`src/rtl/lmst_pkg.sv`:
```
package lmst_pkg;

   // Table depth and derived widths
   localparam int MAX_LEN = 32;
   localparam int IDX_W   = (MAX_LEN > 1) ? $clog2(MAX_LEN) : 1;
   localparam int CNT_W   = $clog2(MAX_LEN + 1);

   // Fixed field widths
   localparam int VAL_W  = 32;
   localparam int MODE_W = 2;
   localparam int LEN_W  = 6;
   localparam int SLOT_W = 5;

   // Order mode codes
   localparam logic [MODE_W-1:0] MODE_STRICT_INC = 2'd0;
   localparam logic [MODE_W-1:0] MODE_WEAK_INC   = 2'd1;
   localparam logic [MODE_W-1:0] MODE_STRICT_DEC = 2'd2;
   localparam logic [MODE_W-1:0] MODE_WEAK_DEC   = 2'd3;

   typedef struct packed {
      logic signed [VAL_W-1:0] sample_value;
      logic                    end_of_sequence;
   } req_type;

   typedef struct packed {
      logic        [LEN_W-1:0]  run_length;
      logic        [SLOT_W-1:0] slot_index;
      logic signed [VAL_W-1:0]  tail_value;
      logic                     overflow_flag;
      logic                     last_of_run;
   } rsp_type;

   // Broadcast from the top level to every cell
   typedef struct packed {
      logic                    ins_en;
      logic [MODE_W-1:0]       order_mode;
      logic signed [VAL_W-1:0] value;
   } bcast_type;

   // Result buffer status
   typedef struct packed {
      logic can_push;
      logic full;
   } buf_stat_type;

endpackage

```
`src/rtl/longest_monotone_subsequence_tails.sv`:
```
// Streaming patience-sort tails table for the longest monotone subsequence.
// Input channel req_ (valid/stall) carries one sample and an end mark per
// beat. Result channel rsp_ (valid/stall) returns result beats. csr_wr_en
// with csr_wr_data sets the order mode; write it only while idle.
// An ordinary sample is placed in its accept cycle by the row of cells: each
// cell compares the broadcast value with its tail and passes a found flag
// to its neighbor; its result is registered in the result queue. One
// sample per cycle is sustained while results are taken.
// An end-marked sample is placed in its accept cycle, then the tails are
// read out one beat per cycle while the result queue has room (run_length
// beats, ascending value order); no input is accepted during that readout,
// after which the table empties. Reset clears the tail count, the readout
// state, the result queue and sets the mode to strict increasing. A
// two-entry result queue lets one more sample in while the receiver stalls;
// once both entries hold, the input stalls until the receiver takes a beat.
module longest_monotone_subsequence_tails
   import lmst_pkg::*;
(
   input  logic              clock,
   input  logic              reset,
   input  logic              req_valid,
   output logic              req_stall,
   input  req_type           req_data,
   output logic              rsp_valid,
   input  logic              rsp_stall,
   output rsp_type           rsp_data,
   input  logic              csr_wr_en,
   input  logic [MODE_W-1:0] csr_wr_data
);

   logic [MODE_W-1:0]       order_mode_ff, order_mode_in;
   logic [CNT_W-1:0]        count_ff, count_in;
   logic                    rd_active_ff, rd_active_in;
   logic [IDX_W-1:0]        rd_k_ff, rd_k_in;
   logic                    rd_ovf_ff, rd_ovf_in;

   bcast_type               bcast;
   logic                    accept;
   logic [MAX_LEN-1:0]      occ;
   logic [MAX_LEN:0]        found;
   logic [MAX_LEN-1:0]      hit;
   logic signed [VAL_W-1:0] tails [MAX_LEN];
   logic [IDX_W-1:0]        slot;
   logic                    full;
   logic                    ovf;
   logic [CNT_W-1:0]        count_ins;
   logic [IDX_W-1:0]        rd_idx;
   logic                    rd_last;
   logic                    push;
   rsp_type                 push_data;
   buf_stat_type            stat;

   assign req_stall = rd_active_ff || stat.full;
   assign accept    = req_valid && !req_stall;

   assign bcast.ins_en     = accept;
   assign bcast.order_mode = order_mode_ff;
   assign bcast.value      = req_data.sample_value;

   // Row of cells with the found flag rippling from index 0 upward
   assign found[0] = 1'b0;
   for (genvar i = 0; i < MAX_LEN; i++) begin : g_cell
      localparam logic [CNT_W-1:0] CELL_POS = CNT_W'(i);
      assign occ[i] = CELL_POS < count_ff;
      lmst_cell u_cell (
         .clock         (clock),
         .bcast         (bcast),
         .occupied      (occ[i]),
         .prev_occupied ((i == 0) ? 1'b1 : occ[(i == 0) ? 0 : i-1]),
         .found_in      (found[i]),
         .found_out     (found[i+1]),
         .hit           (hit[i]),
         .tail          (tails[i])
      );
   end

   // Encode the written slot (at most one cell hits)
   always_comb begin
      slot = '0;
      for (int i = 0; i < MAX_LEN; i++) begin
         if (hit[i]) begin
            slot = slot | IDX_W'(i);
         end
      end
   end

   assign full      = count_ff == CNT_W'(MAX_LEN);
   assign ovf       = !found[MAX_LEN] && full;
   assign count_ins = (!found[MAX_LEN] && !full) ? count_ff + CNT_W'(1) : count_ff;

   // Readout address: upward for increasing modes, downward otherwise
   assign rd_idx  = order_mode_ff[1] ? IDX_W'(count_ff - CNT_W'(1) - CNT_W'(rd_k_ff))
                                     : rd_k_ff;
   assign rd_last = CNT_W'(rd_k_ff) == (count_ff - CNT_W'(1));

   // Result beat selection
   always_comb begin
      push      = 1'b0;
      push_data = '0;
      if (rd_active_ff) begin
         push                    = stat.can_push;
         push_data.run_length    = LEN_W'(count_ff);
         push_data.slot_index    = SLOT_W'(rd_idx);
         push_data.tail_value    = tails[rd_idx];
         push_data.overflow_flag = rd_ovf_ff;
         push_data.last_of_run   = rd_last;
      end else begin
         push                    = accept && !req_data.end_of_sequence;
         push_data.run_length    = LEN_W'(count_ins);
         push_data.slot_index    = SLOT_W'(slot);
         push_data.tail_value    = req_data.sample_value;
         push_data.overflow_flag = ovf;
         push_data.last_of_run   = 1'b1;
      end
   end

   // Count, readout sequencing and mode register
   always_comb begin
      order_mode_in = csr_wr_en ? csr_wr_data : order_mode_ff;
      count_in      = count_ff;
      rd_active_in  = rd_active_ff;
      rd_k_in       = rd_k_ff;
      rd_ovf_in     = rd_ovf_ff;
      if (rd_active_ff) begin
         if (stat.can_push) begin
            if (rd_last) begin
               rd_active_in = 1'b0;
               count_in     = '0;
            end else begin
               rd_k_in = rd_k_ff + IDX_W'(1);
            end
         end
      end else if (accept) begin
         count_in = count_ins;
         if (req_data.end_of_sequence) begin
            rd_active_in = 1'b1;
            rd_k_in      = '0;
            rd_ovf_in    = ovf;
         end
      end
   end

   always_ff @(posedge clock) begin
      if (reset) begin
         order_mode_ff <= MODE_STRICT_INC;
         count_ff      <= '0;
         rd_active_ff  <= 1'b0;
      end else begin
         order_mode_ff <= order_mode_in;
         count_ff      <= count_in;
         rd_active_ff  <= rd_active_in;
      end
      rd_k_ff   <= rd_k_in;
      rd_ovf_ff <= rd_ovf_in;
   end

   lmst_rsp_buf u_rsp_buf (
      .clock     (clock),
      .reset     (reset),
      .push      (push),
      .push_data (push_data),
      .stat      (stat),
      .rsp_valid (rsp_valid),
      .rsp_stall (rsp_stall),
      .rsp_data  (rsp_data)
   );

endmodule

```
`src/rtl/lmst_cell.sv`:
```
module lmst_cell
   import lmst_pkg::*;
(
   input  logic                    clock,
   input  bcast_type               bcast,
   input  logic                    occupied,
   input  logic                    prev_occupied,
   input  logic                    found_in,
   output logic                    found_out,
   output logic                    hit,
   output logic signed [VAL_W-1:0] tail
);

   logic signed [VAL_W-1:0] tail_ff;
   logic signed [VAL_W-1:0] tail_in;
   logic                    take;
   logic                    first_empty;

   // Placement test against this cell's tail
   always_comb begin
      case (bcast.order_mode)
         MODE_STRICT_INC: take = occupied && (tail_ff >= bcast.value);
         MODE_WEAK_INC:   take = occupied && (tail_ff >  bcast.value);
         MODE_STRICT_DEC: take = occupied && (tail_ff <= bcast.value);
         MODE_WEAK_DEC:   take = occupied && (tail_ff <  bcast.value);
         default:         take = 1'b0;
      endcase
   end

   // First match wins; the first empty cell takes an append
   assign first_empty = !occupied && prev_occupied;
   assign found_out   = found_in || take;
   assign hit         = bcast.ins_en && !found_in && (take || first_empty);
   assign tail_in     = hit ? bcast.value : tail_ff;

   always_ff @(posedge clock) begin
      tail_ff <= tail_in;
   end

   assign tail = tail_ff;

endmodule

```
`src/rtl/lmst_rsp_buf.sv`:
```
module lmst_rsp_buf
   import lmst_pkg::*;
(
   input  logic         clock,
   input  logic         reset,
   input  logic         push,
   input  rsp_type      push_data,
   output buf_stat_type stat,
   output logic         rsp_valid,
   input  logic         rsp_stall,
   output rsp_type      rsp_data
);

   logic    head_vld_ff, head_vld_in;
   logic    skid_vld_ff, skid_vld_in;
   rsp_type head_ff, head_in;
   rsp_type skid_ff, skid_in;
   logic    pop;

   assign pop           = head_vld_ff && !rsp_stall;
   assign stat.can_push = !skid_vld_ff || pop;
   assign stat.full     = skid_vld_ff;

   // Two-entry queue: head drives the port, skid catches a stalled beat
   always_comb begin
      head_vld_in = head_vld_ff;
      skid_vld_in = skid_vld_ff;
      head_in     = head_ff;
      skid_in     = skid_ff;
      if (pop) begin
         if (skid_vld_ff) begin
            head_in = skid_ff;
            if (push) begin
               skid_in = push_data;
            end else begin
               skid_vld_in = 1'b0;
            end
         end else if (push) begin
            head_in = push_data;
         end else begin
            head_vld_in = 1'b0;
         end
      end else if (push) begin
         if (!head_vld_ff) begin
            head_in     = push_data;
            head_vld_in = 1'b1;
         end else begin
            skid_in     = push_data;
            skid_vld_in = 1'b1;
         end
      end
   end

   always_ff @(posedge clock) begin
      if (reset) begin
         head_vld_ff <= 1'b0;
         skid_vld_ff <= 1'b0;
      end else begin
         head_vld_ff <= head_vld_in;
         skid_vld_ff <= skid_vld_in;
      end
      head_ff <= head_in;
      skid_ff <= skid_in;
   end

   assign rsp_valid = head_vld_ff;
   assign rsp_data  = head_ff;

endmodule
```
`config.mk`:
```
export PLATFORM = sky130hd
export DESIGN_NAME = longest_monotone_subsequence_tails
export DESIGN_NICKNAME = d
export VERILOG_FILES = /design/src/rtl/lmst_pkg.sv /design/src/rtl/longest_monotone_subsequence_tails.sv /design/src/rtl/lmst_cell.sv /design/src/rtl/lmst_rsp_buf.sv
export SDC_FILE = /design/constraint.sdc
export NUM_CORES = 2
export LEC_CHECK = 0
export BUFFER_PORTS_ARGS = -buffer_cell sky130_fd_sc_hd__buf_4
export CAP_MARGIN = 0
export CORE_UTILIZATION = 65
export CTS_CLUSTER_SIZE = 20
export DETAILED_ROUTE_END_ITERATION = 7
export GPL_TIMING_DRIVEN = 1
export HOLD_SLACK_MARGIN = 0.03
export PLACE_DENSITY_LB_ADDON = 0.1
export SYNTH_ARGS = -nofsm -noshare
export SYNTH_HDL_FRONTEND = slang
export SYNTH_SLANG_ARGS = --single-unit
```
`constraint.sdc`:
```
create_clock -name clock -period 8.2 [get_ports clock]
set_input_delay 0 -clock clock [delete_from_list [all_inputs] [get_ports clock]]
set_output_delay 0 -clock clock [all_outputs]
set_load 0.02 [all_outputs]
```
Yosys cells after proc, flatten, opt, wreduce, memory -nomap -nowiden
Cells that the tools add are included.

word-level totals
  output and inout bits = 47
  flip-flop bits (word level) = 1131
  input port bits = 40

cells by class
  muxes and demuxes = 147
  reduce and logical (&&, ||, !) cells = 375
  eq/ne operators = 13
  bitwise logic cells = 2
  order comparisons = 161
  $add $sub $neg = 4

operator list
  cell                                                        count
  greater-or-equal comparator 32 bit                          32
  greater-than comparator 32 bit                              32
  <= comparator 32 bit                                        32
  less-than comparator 32 bit                                 32
  two-way mux 45 bit                                          22
  logical AND 1 bit                                           227
  binary-select mux 32 bit (select 5 bit)                     1
  two-way mux 5 bit                                           28
  case mux 1 bit (4 select lines)                             32
  less-than comparator 5 x 6 -> 1 bit (first input constant)  16
  logical NOT 1 bit                                           69
  logical OR 1 bit                                            65
  two-way mux 32 bit                                          2
  two-way mux 6 bit                                           9
  less-than comparator 4 x 6 -> 1 bit (first input constant)  8
  two-way mux 1 bit                                           39
  two-way mux 4 bit                                           8
  less-than comparator 3 x 6 -> 1 bit (first input constant)  4
  less-than comparator 1 x 6 -> 1 bit (first input constant)  2
  less-than comparator 2 x 6 -> 1 bit (first input constant)  2
  two-way mux 3 bit                                           4
  AND reduction 3 bit                                         4
  AND reduction 4 bit                                         3
  != test 2 bit (second input constant)                       5
  16 further kinds                                            24

Logic depth before layout (Yosys ltp)
  word-level depth = 44
  mapped depth = 18
  gate-level depth less buffers = 15

By module
A second synthesis with hierarchy kept.

second synthesis, totals
  cell total of the unflattened synthesis = 8501
  area total of the unflattened synthesis = 80452.2 um^2

modules (own cells, without submodules)
  module                              instances  area each (um^2)  cells each  sequential area each (um^2)
  lmst_cell                           32         1894.3            165         960.9
  longest_monotone_subsequence_tails  1          16260.6           3065        360.3
  lmst_rsp_buf                        1          3573.4            156         2742.6

Worst setup path before layout
Ideal clock, no wire load.

  kind = in2reg
  from = input req_data[15] in the netlist's numbering
  to = register u_rsp_buf.head_ff (netlist bit u_rsp_buf.rsp_data[34]) (data pin)
  arrival = 7.422 ns
  cell stages on the path = 15
  setup slack = 0.648 ns
  data required time = 8.070 ns
  cell sequence = inv_1 -> ha_1 -> a21oi_1 -> nand2_1 -> a221oi_1 -> nand3_1 -> a2111oi_0 -> mux2i_1 -> a221oi_1 -> nor4b_1 -> a211oi_1 -> o21a_1 -> nor4b_1 -> a32oi_1 -> mux2_2

RTL lines
  element               line                                      source
  from (decl)           longest_monotone_subsequence_tails.sv:23  input req_type req_data,
  to (signal assigned)  lmst_rsp_buf.sv:62                        head_ff <= head_in;
  to (decl)             lmst_rsp_buf.sv:16                        rsp_type head_ff, head_in;

Worst setup path in the final report
  from = input req_data[29] in the netlist's numbering
  to = register count_ff[2]

between the ends
  word-level cells in the longest chain between the ends = 40

RTL lines
  element                                                    line                                       source
  less-than comparator 32 bit, or another cell as far along  lmst_cell.sv:25                            MODE_WEAK_DEC: take = occupied && (tail_ff < bcast.value);
  logical AND 1 bit (on tied branches)                       n/a
  case mux 1 bit (4 select lines)                            lmst_cell.sv:21                            case (bcast.order_mode)
  logical OR 1 bit (30 in a row)                             lmst_cell.sv:32                            assign found_out = found_in || take;
  logical OR 1 bit *                                         lmst_cell.sv:32
  logical NOT 1 bit *                                        longest_monotone_subsequence_tails.sv:89   assign count_ins = (!found[MAX_LEN] && !full) ? count_ff + CNT_W'(1) : count_ff;
  logical AND 1 bit *                                        longest_monotone_subsequence_tails.sv:89
  two-way mux 6 bit *                                        longest_monotone_subsequence_tails.sv:89
  two-way mux 6 bit *                                        longest_monotone_subsequence_tails.sv:133  end else if (accept) begin
  two-way mux 6 bit * (2 in a row)                           longest_monotone_subsequence_tails.sv:124  if (rd_active_ff) begin
  to (signal assigned)                                       longest_monotone_subsequence_tails.sv:150  count_ff <= count_in;
  to (decl)                                                  longest_monotone_subsequence_tails.sv:32   logic [CNT_W-1:0] count_ff, count_in;

Every way passes the cells marked *; elsewhere a longest branch is shown, timed or not. The select of a mux whose other input is x is not followed.
A chain may end at the register's enable or synchronous reset.

==> qor.csv <==
stage;metric;value;unit
drt;DRC;0;
layout;Area Overhead vs Synth;10.3;%
synth;synthesized cell area;70600;µm²
timing;setup TNS;0;ps
placed_design;placed inst area;73500;µm²
critical_path;CP arrival;7550;ps
clock_network;Worst-path clk slew;60;ps
die;Die Wd;332;µm
synth;post-synthesis xor/xnor area fraction;0.236;%
critical_path;delay of the slowest cell on the worst path;1110;ps
clock_network;clock tree buffer depth;3;
placed_design;Port Buffers;86;
critical_path;CP delay by family, top;simple AND/OR/NAND/NOR gates;
critical_path;CP Class;in2reg;
layout;Filler cells;7463;
die;Die ar.;110000;µm²
flow_run;Max-cap violations;0;
clock_network;Clk Tree Root Cell;clkbuf_16;
clock_network;clock sinks;1131;
global_routing;aggregate global-route resource usage;46.6;%
clock_network;depth of the CTS H-tree;3;
critical_path;crit path max fanout;33;
synth;Post-synth EDFFs;1120;
clock_network;Clock Latency Late Sink;760;ps
layout;share of cells above drive strength 1;7.41;%
critical_path;Buf/Inv on CP;5;
global_routing;first-pass GRT wire length;376000;µm
synth;mux contribution to synthesized area;0.913;%
global_routing;GRT busiest layer;met2;
critical_path;Worst Setup End Kind;register;
drt;DR pass1 iterations;7;
drt;drt initial violations;10500;
synth;Synth Flop Type;edfxtp_1;
timing;Tmin final;6900;ps
synth;#FFs+latches synth;1131;
critical_path;Setup crit start kind;input port;
placed_design;GP Congestion;1.06;
layout;area of the multi-input gates;35500;µm²
power;Leakage;30.5;nW
layout;FF/Latch Area;33900;µm²
die;Ports;87;
synth;Synth Area in Compound Gates;13.5;%
die;# rows;120;
timing;Final Hold Fails;0;
synth;Post-Synth Adder-Cell Area;18.3;%
outcome;status;completed;
synth;syn_nets;7724;
synth;Syn Area/Cell;10.6;µm²
synth;Unique masters post-synth;90;
global_routing;initial antenna violation count;16;
synth;Warnings, synthesis;0;
die;Initial Util;65.8;%
global_routing;met3 usage;15.2;%
timing;final setup fails;0;
timing;Worst Skew;38.7;ps
global_routing;M1 GR Usage;63.8;%
synth;Seq/Total Area, Yosys;47.9;%
die;core box area;107000;µm²
timing;Tightest Pin Transition;1420;ps
layout;design area;77900;µm²
timing;fmax;145;MHz
synth;Async SR Flop Fraction;0;%
clock_network;CTS tree;built;
clock_network;TritonCTS Buffers;121;
min_path;Hold Path Class;in2reg;
global_routing;GR Layer Usage met2;66.6;%
timing;relative slew slack;4.13;%
drt;final wirelength;261000;µm
synth;Syn Inst Count;6651;
drt;Antenna Nets Post-Route;0;
global_routing;number of global-route vias before repair;56500;
drt;vias per cell;7.26;
clock_network;Post-CTS Setup Bufs;0;
synth;Synth Area in Simple Gates;16.9;%
drt;DR vias;60200;
timing;max-slew violations;0;
layout;commonest non-fill, non-tap cell in the layout;nand2_1;
layout;post-layout net count;7855;
placed_design;hpwl dp;185000;µm
global_routing;remaining global-route overflow;0;
critical_path;Critical-path top delay cell;nor4_1;
layout;commonest cells after routing, fill and taps aside;nand2_1, edfxtp_1, ha_1;
die;die outline height;332;µm
critical_path;CP required;8850;ps
power;P per Cell Area;197;nW/µm²
synth;largest family of logic cells by synthesized area;adder cells;
timing;hold slack;113;ps
drt;Avg WL per Cell;31.5;µm
power;maximum VDD drop;0.227;mV
timing;RSZ-0062 raised after global routing;false;
critical_path;CP cell instances;dlygate4sd3_1 -> buf_4 -> clkinv_1 -> buf_4 -> ha_1 -> nand4_1 -> nor4_1 -> o2111ai_1 -> o221ai_1 -> nor4_1 -> nor3_1 -> nor4b_1 -> o211a_1 -> nand4_4 -> nand4b_4 -> o311a_1 -> a41oi_1 -> a21oi_1 -> dlygate4sd3_1;
global_routing;largest net degree at the start of global routing;138;
timing;fin crit share;84.2;%
-- metrics by stage --
stage               power, mW  worst slack [ps]  util [%]  cells
floorplan                8.44               648         -   6651
global placement         9.67              1330      68.5   8017
detailed placement       9.73              1750      68.5   8018
CTS                      15.1              1720      72.5   8284
global route             15.6              1190      72.5   8284
finish                   15.3              1300      72.5   8290
-- Yosys cell counts (17+ instances only) --
master,number,area [µm²]
nand2_1,1353,5080
edfxtp_1,1120,33600
ha_1,1032,12900
a21oi_1,415,2080
nand3_1,356,1780
clkbuf_1,244,916
nand4_1,222,1390
a311oi_1,194,1700
nor2_1,185,694
o21ai_0,181,906
and3_1,149,932
inv_1,147,552
a211oi_1,123,923
a31oi_1,103,644
a21o_1,75,563
nor3_1,64,320
o211ai_1,59,443
nor2b_1,50,313
nor4_1,50,313
mux2i_1,34,340
nand2b_1,32,200
o21a_1,31,233
mux2_2,27,304
a211o_1,25,219
buf_1,21,78.8
a221oi_1,19,166
and2_1,19,119
or3_1,19,119
o21bai_1,17,128
-- path summary, 6_finish.rpt --
check	from	endpoint	slack, ps	cells past startpoint
min	req_data[11]	g_cell[26].u_cell.tail[10]	110	2
max	req_data[29]	count_ff[2]	1300	19
max reg2reg	g_cell[12].u_cell.tail[28]	count_ff[2]	1840	15
min reg2reg	u_rsp_buf.skid_ff[25]	u_rsp_buf.rsp_data[25]	490	2
-- routing by layer --
metal  wire [µm]  up-vias
met4       15000       14
met3       41200      843
met5         106        -
met1       97200    28500
li1            -    26000
met2      108000     4910
-- logic make-up (layout without fill, tap and decap cells) --
| family | count (synthesis) | in the layout |
|---|---|---|
| flip-flops | 1131 | 1131 |
| AND/OR/NAND/NOR | 2578 | 2578 |
| AO/OA/AOI/OAI | 1413 | 1413 |
| buffers and inverters | 416 | 646 |
| XOR/XNOR | 19 | 19 |
| multiplexers | 61 | 61 |
| other | 0 | 6 |
| adder cells (fa/ha/maj) | 1033 | 1033 |
-- layout make-up --
class | count | area share (%)
Multi-Input combinational cell | 5104 | 45.6
Sequential cell | 1131 | 43.5
Timing Repair Buffer | 275 | 3.00
Clock buffer | 149 | 4.08
Tap cell | 1403 | 2.25
Antenna cell | 6 | 0.0193
Clock inverter | 73 | 0.903
Inverter | 149 | 0.718
-- report_power, final --
group	switching, mW	leakage, nW	internal [mW]
clock network	2.41	1.88	3.09
registers	0.0626	10.2	6.48
logic	2.34	18.4	0.929
total	4.81	30.5	10.5
-- sequential cells by signal, indices dropped and copies added, names as in the netlist --
register	flops
rd_active_ff	1
g_cell.u_cell.tail	1024
order_mode_ff	2
u_rsp_buf.rsp_valid	1
u_rsp_buf.skid_vld_ff	1
count_ff	6
rd_k_ff	5
u_rsp_buf.rsp_data	45
u_rsp_buf.skid_ff	45
rd_ovf_ff	1
-- repair_timing --
item | 4_1_cts | 5_1_grt
hold buffers | 44 | 0
gates resized for setup | 0 | 0
endpoints found under the hold margin | 1063 | 0
endpoints found under the setup margin | 0 | 0
(Power assumes the default switching activity.)
